===== config.mk =====
export PLATFORM = sky130hd
export DESIGN_NAME = nec_ir_edge_decoder_unit
export DESIGN_NICKNAME = d
export VERILOG_FILES = /design/src/rtl/nec_ir_pkg.sv /design/src/rtl/nec_ir_core.sv /design/src/rtl/nec_ir_edge_decoder_unit.sv
export SDC_FILE = /design/constraint.sdc
export NUM_CORES = 1
export LEC_CHECK = 0
export BUFFER_PORTS_ARGS = -buffer_cell sky130_fd_sc_hd__buf_2
export CAP_MARGIN = 20
export CORE_MARGIN = 2
export CORE_UTILIZATION = 55
export CTS_CLUSTER_SIZE = 14
export DETAILED_ROUTE_END_ITERATION = 16
export PLACE_DENSITY = 0.81
export SYNTH_ARGS = -nofsm -noshare
export SYNTH_HDL_FRONTEND = slang
export SYNTH_SLANG_ARGS = --single-unit

===== constraint.sdc =====
create_clock -name clk -period 5.35 [get_ports clk]
set_input_delay 0.2675 -clock clk [delete_from_list [all_inputs] [get_ports clk]]
set_output_delay 0.2675 -clock clk [all_outputs]
set_load 0.02 [all_outputs]

===== src/rtl/nec_ir_pkg.sv =====
// ----------------------------------------------------------------------------
// nec_ir_pkg
// Types and constants shared by the NEC infrared edge decoder modules.
// ----------------------------------------------------------------------------
package nec_ir_pkg;

  // Bits in one NEC frame: 16-bit address, command, inverted command.
  localparam int FRAME_BITS = 32;
  localparam int COUNT_BITS = 6;
  localparam int CFG_DATA_BITS = 64;
  localparam int CFG_INDEX_BITS = 3;

  // Item opcodes. The remaining code is ignored.
  typedef enum logic [1:0] {
    OP_EDGE     = 2'd0,
    OP_CLR_CONT = 2'd1,
    OP_CLR_ALL  = 2'd2
  } op_t;

  // Configuration register indexes.
  typedef enum logic [CFG_INDEX_BITS-1:0] {
    CFG_LEADER_WIN = 3'd0,
    CFG_REPEAT_WIN = 3'd1,
    CFG_BIT_WIN    = 3'd2,
    CFG_GAP_WIN    = 3'd3,
    CFG_REP_LIMIT  = 3'd4,
    CFG_HOLD_THR   = 3'd5
  } cfg_index_t;

  // Decoder phases.
  typedef enum logic [3:0] {
    PH_WAIT        = 4'd0,
    PH_SPACE       = 4'd1,
    PH_MARK        = 4'd2,
    PH_BIT         = 4'd3,
    PH_CHECK       = 4'd4,
    PH_REP_WAIT    = 4'd5,
    PH_REP_MARK    = 4'd6,
    PH_REP_SPACE   = 4'd7,
    PH_REP_CONFIRM = 4'd8
  } phase_t;

  // Programmed configuration.
  typedef struct packed {
    logic [CFG_DATA_BITS-1:0] leader_windows;
    logic [CFG_DATA_BITS-1:0] repeat_windows;
    logic [CFG_DATA_BITS-1:0] bit_windows;
    logic [CFG_DATA_BITS-1:0] gap_windows;
    logic [7:0]               repeat_limit;
    logic [7:0]               hold_threshold;
  } cfg_t;

  // Result values carried by each output item.
  typedef struct packed {
    logic        frame_ready;
    logic [15:0] remote_addr;
    logic [7:0]  command;
    logic        press_hold;
    logic        continuing;
  } res_t;

endpackage


===== src/rtl/nec_ir_core.sv =====
// ----------------------------------------------------------------------------
// nec_ir_core
// Edge timing state machine, frame check and result flags of the decoder.
// ----------------------------------------------------------------------------
module nec_ir_core import nec_ir_pkg::*; #(
  parameter int TIME_BITS   = 32,
  parameter int WINDOW_BITS = 16
) (
  input  logic                 clk,
  input  logic                 rst,
  input  logic                 step,
  input  logic [1:0]           op,
  input  logic [TIME_BITS-1:0] now_time,
  input  cfg_t                 cfg,
  output res_t                 res_next
);

  phase_t                phase, phase_next;
  logic [TIME_BITS-1:0]  last_edge_time, last_edge_time_next;
  logic [TIME_BITS-1:0]  last_frame_time, last_frame_time_next;
  logic [FRAME_BITS-1:0] shift_word, shift_word_next;
  logic [FRAME_BITS-1:0] previous_frame, previous_frame_next;
  logic [COUNT_BITS-1:0] bit_count, bit_count_next;
  logic [7:0]            repeat_count, repeat_count_next;
  logic                  recheck_pending, recheck_pending_next;
  res_t                  results;

  logic [TIME_BITS-1:0]  delta, since;
  logic                  win_lead_mark, win_lead_space, win_rep_space, win_rep_delay;
  logic                  win_short, win_long, win_gap_rep, win_gap_frame, gap_glitch;
  logic [COUNT_BITS-1:0] bit_count_inc;
  logic [7:0]            repeat_count_inc;
  logic                  frame_ok;

  // Open window test: strictly between the minimum and the maximum.
  function automatic logic in_win(input logic [TIME_BITS-1:0] d,
                                  input logic [CFG_DATA_BITS-1:0] reg_val,
                                  input logic pair);
    logic [WINDOW_BITS-1:0] wmin;
    logic [WINDOW_BITS-1:0] wmax;
    begin
      wmin = pair ? reg_val[32 +: WINDOW_BITS] : reg_val[0 +: WINDOW_BITS];
      wmax = pair ? reg_val[48 +: WINDOW_BITS] : reg_val[16 +: WINDOW_BITS];
      in_win = (d > TIME_BITS'(wmin)) && (d < TIME_BITS'(wmax));
    end
  endfunction

  // Intervals and window compares, wrapping at the timestamp width.
  assign delta = now_time - last_edge_time;
  assign since = now_time - last_frame_time;

  assign win_lead_mark  = in_win(delta, cfg.leader_windows, 1'b0);
  assign win_lead_space = in_win(delta, cfg.leader_windows, 1'b1);
  assign win_rep_space  = in_win(delta, cfg.repeat_windows, 1'b0);
  assign win_rep_delay  = in_win(since, cfg.repeat_windows, 1'b1);
  assign win_short      = in_win(delta, cfg.bit_windows, 1'b0);
  assign win_long       = in_win(delta, cfg.bit_windows, 1'b1);
  assign win_gap_rep    = in_win(delta, cfg.gap_windows, 1'b0);
  assign win_gap_frame  = in_win(delta, cfg.gap_windows, 1'b1);
  assign gap_glitch     = delta < TIME_BITS'(cfg.gap_windows[32 +: WINDOW_BITS]);

  assign bit_count_inc    = bit_count + COUNT_BITS'(1);
  assign repeat_count_inc = repeat_count + 8'd1;

  // Command byte must be the bitwise inverse of its check byte.
  assign frame_ok = (shift_word[23:16] ^ shift_word[31:24]) == 8'hFF;

  // Next phase.
  always_comb begin
    phase_next = phase;
    if (op_t'(op) == OP_EDGE) begin
      case (phase)
        PH_WAIT: begin
          if (win_lead_mark) phase_next = PH_SPACE;
        end
        PH_SPACE: begin
          if (win_lead_space) phase_next = PH_MARK;
          else if (win_rep_space && win_rep_delay) phase_next = PH_REP_CONFIRM;
          else phase_next = PH_WAIT;
        end
        PH_MARK: begin
          phase_next = win_short ? PH_BIT : PH_WAIT;
        end
        PH_BIT: begin
          if (win_short || win_long) begin
            phase_next = (bit_count_inc == COUNT_BITS'(FRAME_BITS)) ? PH_CHECK : PH_MARK;
          end else begin
            phase_next = PH_WAIT;
          end
        end
        PH_CHECK: phase_next = PH_WAIT;
        PH_REP_WAIT: begin
          if (repeat_count < cfg.repeat_limit && win_gap_rep) begin
            phase_next = PH_REP_MARK;
          end else if (repeat_count == cfg.repeat_limit && win_gap_frame) begin
            phase_next = PH_WAIT;
          end else if (!gap_glitch) begin
            phase_next = PH_WAIT;
          end
        end
        PH_REP_MARK: phase_next = win_lead_mark ? PH_REP_SPACE : PH_WAIT;
        PH_REP_SPACE: phase_next = win_rep_space ? PH_REP_CONFIRM : PH_WAIT;
        PH_REP_CONFIRM: phase_next = PH_REP_WAIT;
        default: phase_next = PH_WAIT;
      endcase
    end
  end

  // Timestamps, shift word, counters and result flags.
  always_comb begin
    last_edge_time_next  = last_edge_time;
    last_frame_time_next = last_frame_time;
    shift_word_next      = shift_word;
    previous_frame_next  = previous_frame;
    bit_count_next       = bit_count;
    repeat_count_next    = repeat_count;
    recheck_pending_next = recheck_pending;
    res_next             = results;
    case (op_t'(op))
      OP_EDGE: begin
        case (phase)
          PH_WAIT: last_edge_time_next = now_time;
          PH_SPACE: begin
            if (win_lead_space) begin
              last_edge_time_next = now_time;
              bit_count_next      = '0;
              res_next.continuing = 1'b1;
            end else if (win_rep_space && win_rep_delay) begin
              repeat_count_next = '0;
            end
          end
          PH_MARK: begin
            if (win_short) last_edge_time_next = now_time;
          end
          PH_BIT: begin
            if (win_short || win_long) begin
              last_edge_time_next = now_time;
              shift_word_next     = {!win_short, shift_word[FRAME_BITS-1:1]};
              bit_count_next      = bit_count_inc;
            end
          end
          PH_CHECK: begin
            if (!recheck_pending) begin
              if (frame_ok) begin
                last_frame_time_next = last_edge_time;
                res_next.frame_ready = 1'b1;
                res_next.remote_addr = shift_word[15:0];
                res_next.command     = shift_word[23:16];
                res_next.continuing  = 1'b1;
              end
              previous_frame_next = shift_word;
            end else begin
              if (shift_word == previous_frame) begin
                last_frame_time_next = last_edge_time;
                res_next.continuing  = 1'b1;
              end
              recheck_pending_next = 1'b0;
            end
          end
          PH_REP_WAIT: begin
            if (repeat_count < cfg.repeat_limit && win_gap_rep) begin
              last_edge_time_next = now_time;
            end else if (repeat_count == cfg.repeat_limit && win_gap_frame) begin
              last_edge_time_next  = now_time;
              recheck_pending_next = 1'b1;
            end else if (!gap_glitch) begin
              last_edge_time_next = now_time;
            end
          end
          PH_REP_MARK: begin
            if (win_lead_mark) last_edge_time_next = now_time;
          end
          PH_REP_CONFIRM: begin
            last_edge_time_next = now_time;
            repeat_count_next   = repeat_count_inc;
            if (repeat_count_inc == cfg.hold_threshold) res_next.press_hold = 1'b1;
            res_next.continuing = 1'b1;
          end
          default: ;
        endcase
      end
      OP_CLR_CONT: res_next.continuing = 1'b0;
      OP_CLR_ALL:  res_next = '0;
      default: ;
    endcase
  end

  // State registers, updated once per accepted item.
  always_ff @(posedge clk) begin
    if (rst) begin
      phase           <= PH_WAIT;
      last_edge_time  <= '0;
      last_frame_time <= '0;
      shift_word      <= '0;
      previous_frame  <= '0;
      bit_count       <= '0;
      repeat_count    <= '0;
      recheck_pending <= 1'b0;
      results         <= '0;
    end else if (step) begin
      phase           <= phase_next;
      last_edge_time  <= last_edge_time_next;
      last_frame_time <= last_frame_time_next;
      shift_word      <= shift_word_next;
      previous_frame  <= previous_frame_next;
      bit_count       <= bit_count_next;
      repeat_count    <= repeat_count_next;
      recheck_pending <= recheck_pending_next;
      results         <= res_next;
    end
  end

endmodule


===== src/rtl/nec_ir_edge_decoder_unit.sv =====
// An accepted item waits in the input register, its result in the result register.
// Throughput: one item per cycle while the receiver takes results; the whole state
// update is one pass of logic between the input register and the result register.
// Reset (synchronous, active high) returns the decoder to waiting for a leader
// mark, clears all timestamps, counters and results, and all configuration.
// ----------------------------------------------------------------------------
// nec_ir_edge_decoder_unit
// NEC infrared decoder driven by edge timestamps, with repeat and hold tracking.
// ----------------------------------------------------------------------------
module nec_ir_edge_decoder_unit import nec_ir_pkg::*; #(
  parameter int TIME_BITS   = 32,
  parameter int WINDOW_BITS = 16
) (
  input  logic                      clk,
  input  logic                      rst,
  input  logic                      cfg_valid,
  output logic                      cfg_ready,
  input  logic [CFG_INDEX_BITS-1:0] cfg_index,
  input  logic [CFG_DATA_BITS-1:0]  cfg_data,
  input  logic                      in_valid,
  output logic                      in_ready,
  input  logic [1:0]                opcode,
  input  logic [31:0]               edge_time,
  output logic                      out_valid,
  input  logic                      out_ready,
  output logic                      frame_ready,
  output logic [15:0]               remote_addr,
  output logic [7:0]                command,
  output logic                      press_hold,
  output logic                      continuing
);

  cfg_t                 cfg;
  logic                 item_valid;
  logic [1:0]           item_op;
  logic [TIME_BITS-1:0] item_time;
  logic                 advance;
  res_t                 res_next;
  res_t                 res_out;

  // Configuration writes are always taken.
  assign cfg_ready = 1'b1;

  always_ff @(posedge clk) begin
    if (rst) begin
      cfg <= '0;
    end else if (cfg_valid) begin
      case (cfg_index_t'(cfg_index))
        CFG_LEADER_WIN: cfg.leader_windows <= cfg_data;
        CFG_REPEAT_WIN: cfg.repeat_windows <= cfg_data;
        CFG_BIT_WIN:    cfg.bit_windows    <= cfg_data;
        CFG_GAP_WIN:    cfg.gap_windows    <= cfg_data;
        CFG_REP_LIMIT:  cfg.repeat_limit   <= cfg_data[7:0];
        CFG_HOLD_THR:   cfg.hold_threshold <= cfg_data[7:0];
        default: ;
      endcase
    end
  end

  // An item moves on when the result register is free or being emptied.
  assign advance  = item_valid && (!out_valid || out_ready);
  assign in_ready = !item_valid || advance;

  // Input register.
  always_ff @(posedge clk) begin
    if (rst) begin
      item_valid <= 1'b0;
    end else if (in_ready) begin
      item_valid <= in_valid;
    end
  end

  always_ff @(posedge clk) begin
    if (in_ready && in_valid) begin
      item_op   <= opcode;
      item_time <= TIME_BITS'(edge_time);
    end
  end

  nec_ir_core #(
    .TIME_BITS   (TIME_BITS),
    .WINDOW_BITS (WINDOW_BITS)
  ) u_core (
    .clk      (clk),
    .rst      (rst),
    .step     (advance),
    .op       (item_op),
    .now_time (item_time),
    .cfg      (cfg),
    .res_next (res_next)
  );

  // Result register.
  always_ff @(posedge clk) begin
    if (rst) begin
      out_valid <= 1'b0;
    end else if (advance) begin
      out_valid <= 1'b1;
    end else if (out_ready) begin
      out_valid <= 1'b0;
    end
  end

  always_ff @(posedge clk) begin
    if (advance) begin
      res_out <= res_next;
    end
  end

  assign frame_ready = res_out.frame_ready;
  assign remote_addr = res_out.remote_addr;
  assign command     = res_out.command;
  assign press_hold  = res_out.press_hold;
  assign continuing  = res_out.continuing;

endmodule


==> reports/summary.txt, run 1 <==
Final Instance Area - 0.03421 mm²
Maximum vdd drop - 0.2499 mV
Share of post-route cells with drive strength above 1 - 9.121%
Crit path max fanout - 8
Most common cell after layout, fill and taps aside - nand2_1
H-tree depth - 2
Yosys warning count - 0
Simple-Gate Fraction of Synth Area - 19.61%
Total CTS buffers - 53
Post-route setup slack - 0.02383 ns
Hold path endpoint - cfg[15]
Clk root buf - clkbuf_16
Slew Viols, Final - 0
# IOs - 136
Hold Vio Cnt, Final - 0
Core box area - 0.05287 mm²
Vias in the first global route - 25.42k
Clock transition at the registers of the reported paths - 0.07 ns
DR WL/cell - 18.98 µm
Vias - 27.32k
Die H - 235.7 µm
Nets - 4,342
Layout area overhead - 15.86%
Arrival time worst endpoint - 5.80 ns
Die X - 235.7 µm
CP required - 5.82 ns
Hold Crit Class - in2reg
R2r endpoint - u_core.shift_word[28]
# clock sinks - 509
Post-route ant nets - 0
Vias per cell - 5.879
Dpl hpwl - 60,090 µm
Setup violators final - 0
Startpoint types - register
Mapped Area - 0.02953 mm²
Initial antenna violation count - 2
XOR/XNOR share of the synthesized area - 2.729%
Final Core Density - 64.71%
Worst Max-Slew Pin Slew - 1.124 ns
Final cycle utilization of the critical path - 99.55%
Placed inst area - 0.03101 mm²
Reg2reg setup slack - 0.02 ns
Critical Setup Path Class - reg2reg
First-pass detailed-route iteration total - 7
P per Cell Area - 286.9 mW/mm²
Synth cell types - 81
Commonest cells after routing, fill and taps aside - nand2_1 (781), a21oi_1 (493), dfxtp_1 (448), inv_1 (339), ha_1 (320)
Worst Hold Depth - 3
Die Area - 0.05556 mm²
Max-capacitance violation count - 0
Asr flop ratio synth - 0%
Overflow after GRT - 0
Post-synthesis mux area share - 3.530%
Synth Net Count - 4,141
GP Congestion - 0.9702
Post-synthesis compound-gate area fraction - 17.19%
All-Layer GR Usage - 30.23%
Residual DRC - 0
Setup WS pre-CTS - -0.003939 ns
Status - complete, no violations
Initial DRC count - 2,897
Hold WS - 0.02900 ns
Adder-Cell Fraction of Synth Area - 13.69%
Worst r2r src - item_time[0]
Max Clock Skew - 0.01973 ns
Reg2reg path depth - 22
Leakage - 12.53 nW
Relative slew margins - 25.05%
Clock Tree Buf Depth - 3
First-pass GRT wire length - 135,700 µm
Largest family of logic cells by synthesized area - simple AND/OR/NAND/NOR gates
Drt total wl - 88,220 µm
Hold_sp - cfg_data[7]
Minimum clock period - 5.326 ns
Worst setup EP type - register
Synth Instances - 3,713
Pin count of the biggest net entering global routing - 246
Fmax - 187.8 MHz
Yosys reg bits - 509
Register area share after synthesis - 36.58%
CTS tree - built
FP Rows - 84
PortBufs - 134
Initial core utilization - 55.86%
Clock Latency Late Sink - 0.63 ns
Main synth FF type - dfxtp_1
Post-synth EDFFs - 61
Syn avg cell area - 7.953 µm²
==> synthesized netlist by cell type, types with 9 or more instances <==
cell / count / area share (%)
nand4_1: 55 / 1.2
o21bai_1: 11 / 0.28
o21ai_0: 91 / 1.5
o22ai_1: 9 / 0.19
xor2_1: 52 / 1.5
nor2b_1: 22 / 0.47
nand2_1: 783 / 10
edfxtp_1: 61 / 6.2
a21oi_1: 496 / 8.4
xnor2_1: 40 / 1.2
dfxtp_1: 448 / 30
nand2b_1: 86 / 1.8
a21o_1: 52 / 1.3
a211oi_1: 26 / 0.66
inv_1: 339 / 4.3
a22o_1: 25 / 0.74
a31oi_1: 11 / 0.23
nand3_1: 51 / 0.86
mux2i_1: 103 / 3.5
nor3b_1: 9 / 0.23
nor4_1: 26 / 0.55
clkbuf_1: 152 / 1.9
ha_1: 320 / 14
o211ai_1: 18 / 0.46
and3_1: 14 / 0.30
nor3_1: 41 / 0.69
and2_1: 10 / 0.21
o21a_1: 24 / 0.61
nor2_1: 180 / 2.3
==> worst max-delay path by stage <==
stage / depth (start not counted) / slack [ns] / start / end
2_1_floorplan: 21 / 0.38 / item_time[0] / u_core.shift_word[15]
3_3_place_gp: 21 / 0.13 / item_time[0] / u_core.shift_word[3]
3_5_place_dp: 21 / -0.004 / item_time[0] / u_core.shift_word[15]
4_1_cts: 22 / 0.04 / item_time[0] / u_core.shift_word[9]
5_1_grt: 22 / -0.08 / item_time[0] / u_core.shift_word[24]
6_report: 22 / 0.02 / item_time[0] / u_core.shift_word[28]
==> state kept, by name, summed over array words and instances (netlist names), 2 cells and up <==
name / flops
cfg: 272
item_op: 2
u_core.repeat_count: 8
remote_addr: 16
u_core.phase: 4
item_time: 32
u_core.shift_word: 32
u_core.last_frame_time: 32
u_core.bit_count: 6
u_core.results: 27
u_core.previous_frame: 32
u_core.last_edge_time: 32
command: 8
==> through the flow <==
step / instances / TNS [ns] / power, W
floorplan: 3713 / 0 / 0.005171
global placement: 4428 / 0 / 0.005772
detailed placement: 4428 / -0.003939 / 0.005812
CTS: 4627 / 0 / 0.009724
global route: 4647 / -2.431 / 0.01018
finish: 4647 / 0 / 0.009815
==> metal layers <==
| layer | track usage [%] | up-vias | routed length (µm) |
|---|---|---|---|
| met5 | 0 | - | 11 |
| met4 | 11.23 | 2 | 3449 |
| met3 | 5.840 | 253 | 7388 |
| met2 | 48.78 | 1109 | 39840 |
| met1 | 40.19 | 12896 | 37530 |
| li1 | - | 13059 | - |
==> cell families (layout without fill, tap and decap cells) <==
family | Yosys count | in the layout
AND/OR/NAND/NOR | 1318 | 1318
AO/OA/AOI/OAI | 855 | 855
other | 1 | 2
flip-flops | 509 | 509
adder cells (fa/ha/maj) | 322 | 322
multiplexers | 104 | 104
XOR/XNOR | 92 | 92
buffers and inverters | 512 | 757
==> final cells by class <==
class                      instances  area [µm²]
antenna                            1       2.502
fill                            4323       18650
multi-input combinational       2692       17000
tap                              688       860.8
clock inverter                    29       364.1
sequential                       509       10800
inverter                         340        1276
clock buffer                      70        1451
timing repair buffer             318        2456
==> worst max-delay path, cell delays in order, from the launching register on <==
cell and delay, ns:
edfxtp_1 0.35, inv_1 0.06, ha_1 0.22, fa_1 0.43, nand2b_1 0.20, a21o_1 0.20
and2_1 0.19, o21ai_2 0.19, xor2_2 0.36, ha_1 0.22, and4_1 0.25, nor3b_4 0.36
o21a_1 0.18, a211oi_1 0.11, a211oi_2 0.34, a31oi_2 0.14, a221oi_2 0.33, nand2_1 0.16
nor3_4 0.28, buf_4 0.18, buf_6 0.17, mux2i_1 0.20, nor2_1 0.05
==> where the power goes <==
group          leakage, nW  switching, W  total (W)  internal, W
combinational         7.46       0.00118    0.00193     0.000744
sequential            4.19     0.0000548    0.00400      0.00394
clock                0.877       0.00163    0.00389      0.00226
total                 12.5       0.00287    0.00981      0.00694
==> repair_timing <==
action | in CTS | in global routing
gates resized for setup | 3 | 26
gates cloned | 0 | 5
hold buffers | 100 | 0
endpoints found under the hold margin | 291 | 0
endpoints found under the setup margin | 31 | 79
buffers inserted | 0 | 12
pin swaps | 0 | 10
No activity file was read; power rests on OpenSTA's default activity.
==> run 2: changes to the inputs <==
--- a/config.mk
+++ b/config.mk
@@ -14,4 +14,5 @@
 export PLACE_DENSITY = 0.81
 export SYNTH_ARGS = -nofsm -noshare
 export SYNTH_HDL_FRONTEND = slang
+export SYNTH_HIERARCHICAL = 1
 export SYNTH_SLANG_ARGS = --single-unit
==> run 2 against run 1 <==
  * Clock power up 6.2%
  * Total power grew 2.1%
  * Die area increased by 5.2%
  * Sequential power about the same
  * Largest cell class unchanged
  * Synthesized cell count is 6.6% lower
  * Via count down 6.9%
  * Setup slack improved by 0.12 ns
  * Critical path depth fell by 1
==> reports/summary.txt, run 2 <==
Crit path max fanout - 14
Core box area - 0.05617 mm²
Layout area overhead - 13.33%
Asr flop ratio synth - 0%
Cell breakdown of the critical path - ha_1 -> a21o_1 -> nand2b_1 -> o21a_1 -> o21ai_0 -> xnor2_2 -> buf_4 -> ha_1 -> nand4_1 -> nor2_1 -> a221o_1 -> a311oi_1 -> a211o_1 -> buf_4 -> and2_1 -> o21ai_0 -> nand4_1 -> buf_4 -> nor2_4 -> buf_12 -> mux2i_1
Dpl hpwl - 58,180 µm
Die X - 241.8 µm
XOR/XNOR share of the synthesized area - 2.478%
Hold Crit Class - in2reg
Simple-Gate Fraction of Synth Area - 18.23%
CP top delay family - compound AO/OA/AOI/OAI gates
Crit path launch - item_time[4]
Slew Viols, Final - 0
Max-capacitance violation count - 0
Initial antenna violation count - 1
GP Congestion - 0.9581
Placed inst area - 0.03266 mm²
Post-route setup slack - 0.1481 ns
Register area share after synthesis - 34.72%
CP Buf/Inv Count - 4
Clk root buf - clkbuf_16
Die Area - 0.05847 mm²
Post-synthesis compound-gate area fraction - 13.18%
H-tree depth - 2
Slowest cell on crit path - ha_1
P per Cell Area - 284.2 mW/mm²
Post-synth EDFFs - 61
Worst Max-Slew Pin Slew - 0.9955 ns
Post-synthesis mux area share - 11.85%
Final Instance Area - 0.03525 mm²
Setup WS pre-CTS - -0.1114 ns
Overflow after GRT - 0
Largest cells by area after synthesis - dfxtp_1 (29%), ha_1 (13%), mux2i_1 (12%)
Startpoint types - register
Synth cell count leaders - dfxtp_1 (448), mux2i_1 (365), nand2b_1 (353), inv_1 (342), ha_1 (321)
Maximum vdd drop - 0.2663 mV
Switch Pwr - 0.002808 W
Status - complete, no violations
Clock Tree Buf Depth - 3
Vias - 25.45k
Leakage - 14.18 nW
Initial DRC count - 1,857
Worst setup EP type - register
First-pass detailed-route iteration total - 6
Combinational fraction of design power - 18.9%
Setup violators final - 0
Relative slew margins - 33.31%
Total CTS buffers - 55
Adder-Cell Fraction of Synth Area - 13.04%
Max reg flops - 272
Minimum clock period - 5.202 ns
Main synth FF type - dfxtp_1
Most common cell after layout, fill and taps aside - dfxtp_1
Largest family of logic cells by synthesized area - simple AND/OR/NAND/NOR gates
PortBufs - 134
Initial core utilization - 55.38%
# clock sinks - 509
Yosys warning count - 6
Post-route ant nets - 0
Synth Net Count - 3,898
Pwr Total - 0.01002 W
Synth cell types - 92
Final cycle utilization of the critical path - 97.23%
Critical Setup Path Class - reg2reg
N_diodes - 0
Sequential power share - 39.9%
Syn avg cell area - 8.966 µm²
Vias in the first global route - 24.86k
Clock Latency Late Sink - 0.62 ns
CP required - 5.87 ns
Die H - 241.8 µm
Hold WS - 0.02353 ns
Drt total wl - 82,530 µm
Synth top area share - 28.83%
Most used cell, CP - buf_4
All-Layer GR Usage - 27.29%
Arrival time worst endpoint - 5.72 ns
Residual DRC - 0
Switching share of total power - 28.03%
Hold_sp - cfg_data[25]
Count leader, synth - dfxtp_1
# IOs - 136
Worst r2r src - item_time[4]
Yosys reg bits - 509
Mapped Area - 0.03110 mm²
Clock transition at the registers of the reported paths - 0.06 ns
CTS tree - built
Commonest cells after routing, fill and taps aside - dfxtp_1 (448), mux2i_1 (364), nand2b_1 (352), inv_1 (341), ha_1 (321)
Pin count of the biggest net entering global routing - 154
Pint - 0.007212 W
CP peak stage delay - 0.44 ns
Register with the most flip-flops - cfg
DR WL/cell - 18.67 µm
Yosys top cell by area - dfxtp_1
Hold Vio Cnt, Final - 0
Nets - 4,046
Clock power share - 41.2%
Vias per cell - 5.757
Share of post-route cells with drive strength above 1 - 10.62%
First-pass GRT wire length - 130,000 µm
Reg2reg setup slack - 0.15 ns
Fmax - 192.2 MHz
FP Rows - 87
Final Core Density - 62.76%
Max Clock Skew - 0.03536 ns
Synth Instances - 3,469
==> run 2: cell count changes after synthesis, sizes merged, moves of 16 or more <==
cell,delta
xnor2,+16
nor2,-20
xor2,-20
a21oi,-292
nand2b,+267
clkbuf,-63
buf,+42
mux2i,+262
nand2,-484
==> run 2: metrics by stage <==
step	TNS (ns)	std cells
floorplan	0	3469
detailed placement	-0.4573	4266
finish	0	4420
global route	-3.316	4420
CTS	0	4412
global placement	0	4266
==> run 2: layout make-up <==
class,instances,area (µm²)
clock inverters,29,392.9
repair buffers,242,1757
fillers,4539,20920
flip-flops and latches,509,10800
inverters,342,1284
clock buffers,75,1602
multi-input cells,2467,18470
well taps,756,945.9
==> run 2: tightest hold or removal path: cells and delay by family <==
kind | cells | cell delay (ns)
buffers and inverters | 1 | 0.09
muxes | 1 | 0.13
and+or+nand+nor | 1 | 0.11
==> run 2: final timing paths <==
kind / cells after the start / to
worst max-delay path: 21 / u_core/last_edge_time[14]
worst min-delay path: 3 / cfg[169]
worst max register to register: 21 / u_core/last_edge_time[14]
worst min register to register: 2 / u_core/previous_frame[10]
==> run 2: metal layers <==
layer  vias to the layer above  share of wire [%]  wire, µm  GRT usage [%]
li1                      12301                  -         -              -
met2                       806                 46     38310          45.39
met3                       196                6.4      5276          4.484
met5                         -                  0         0              0
met1                     12142                 43     35490          35.12
met4                         0                4.2      3461          11.47
==> run 2: timing repair <==
| action | 4_1_cts | 5_1_grt |
|---|---|---|
| gates cloned | 0 | 0 |
| resized for setup | 2 | 16 |
| setup buffers | 0 | 5 |
| setup endpoints to repair | 8 | 77 |
| pin swaps | 0 | 7 |
| endpoints found under the hold margin | 47 | 0 |
| hold buffers | 42 | 0 |
==> run 2: kinds of logic after synthesis <==
group,count (synthesis)
mux,368
xor+xnor,88
other cells,1
simple gates,1084
flops,509
fa+ha+maj,323
buf+inv,493
compound gates,603
==> run 2: power by group through the flow <==
| stage | Combinational, W | Sequential [W] | Clock, W |
|---|---|---|---|
| global placement | 0.00175 | 0.00408 | 0 |
| CTS | 0.00183 | 0.00400 | 0.00418 |
| global route | 0.00208 | 0.00401 | 0.00434 |
| floorplan | 0.00119 | 0.00407 | 0 |
| finish | 0.00189 | 0.00400 | 0.00413 |
| detailed placement | 0.00179 | 0.00408 | 0 |
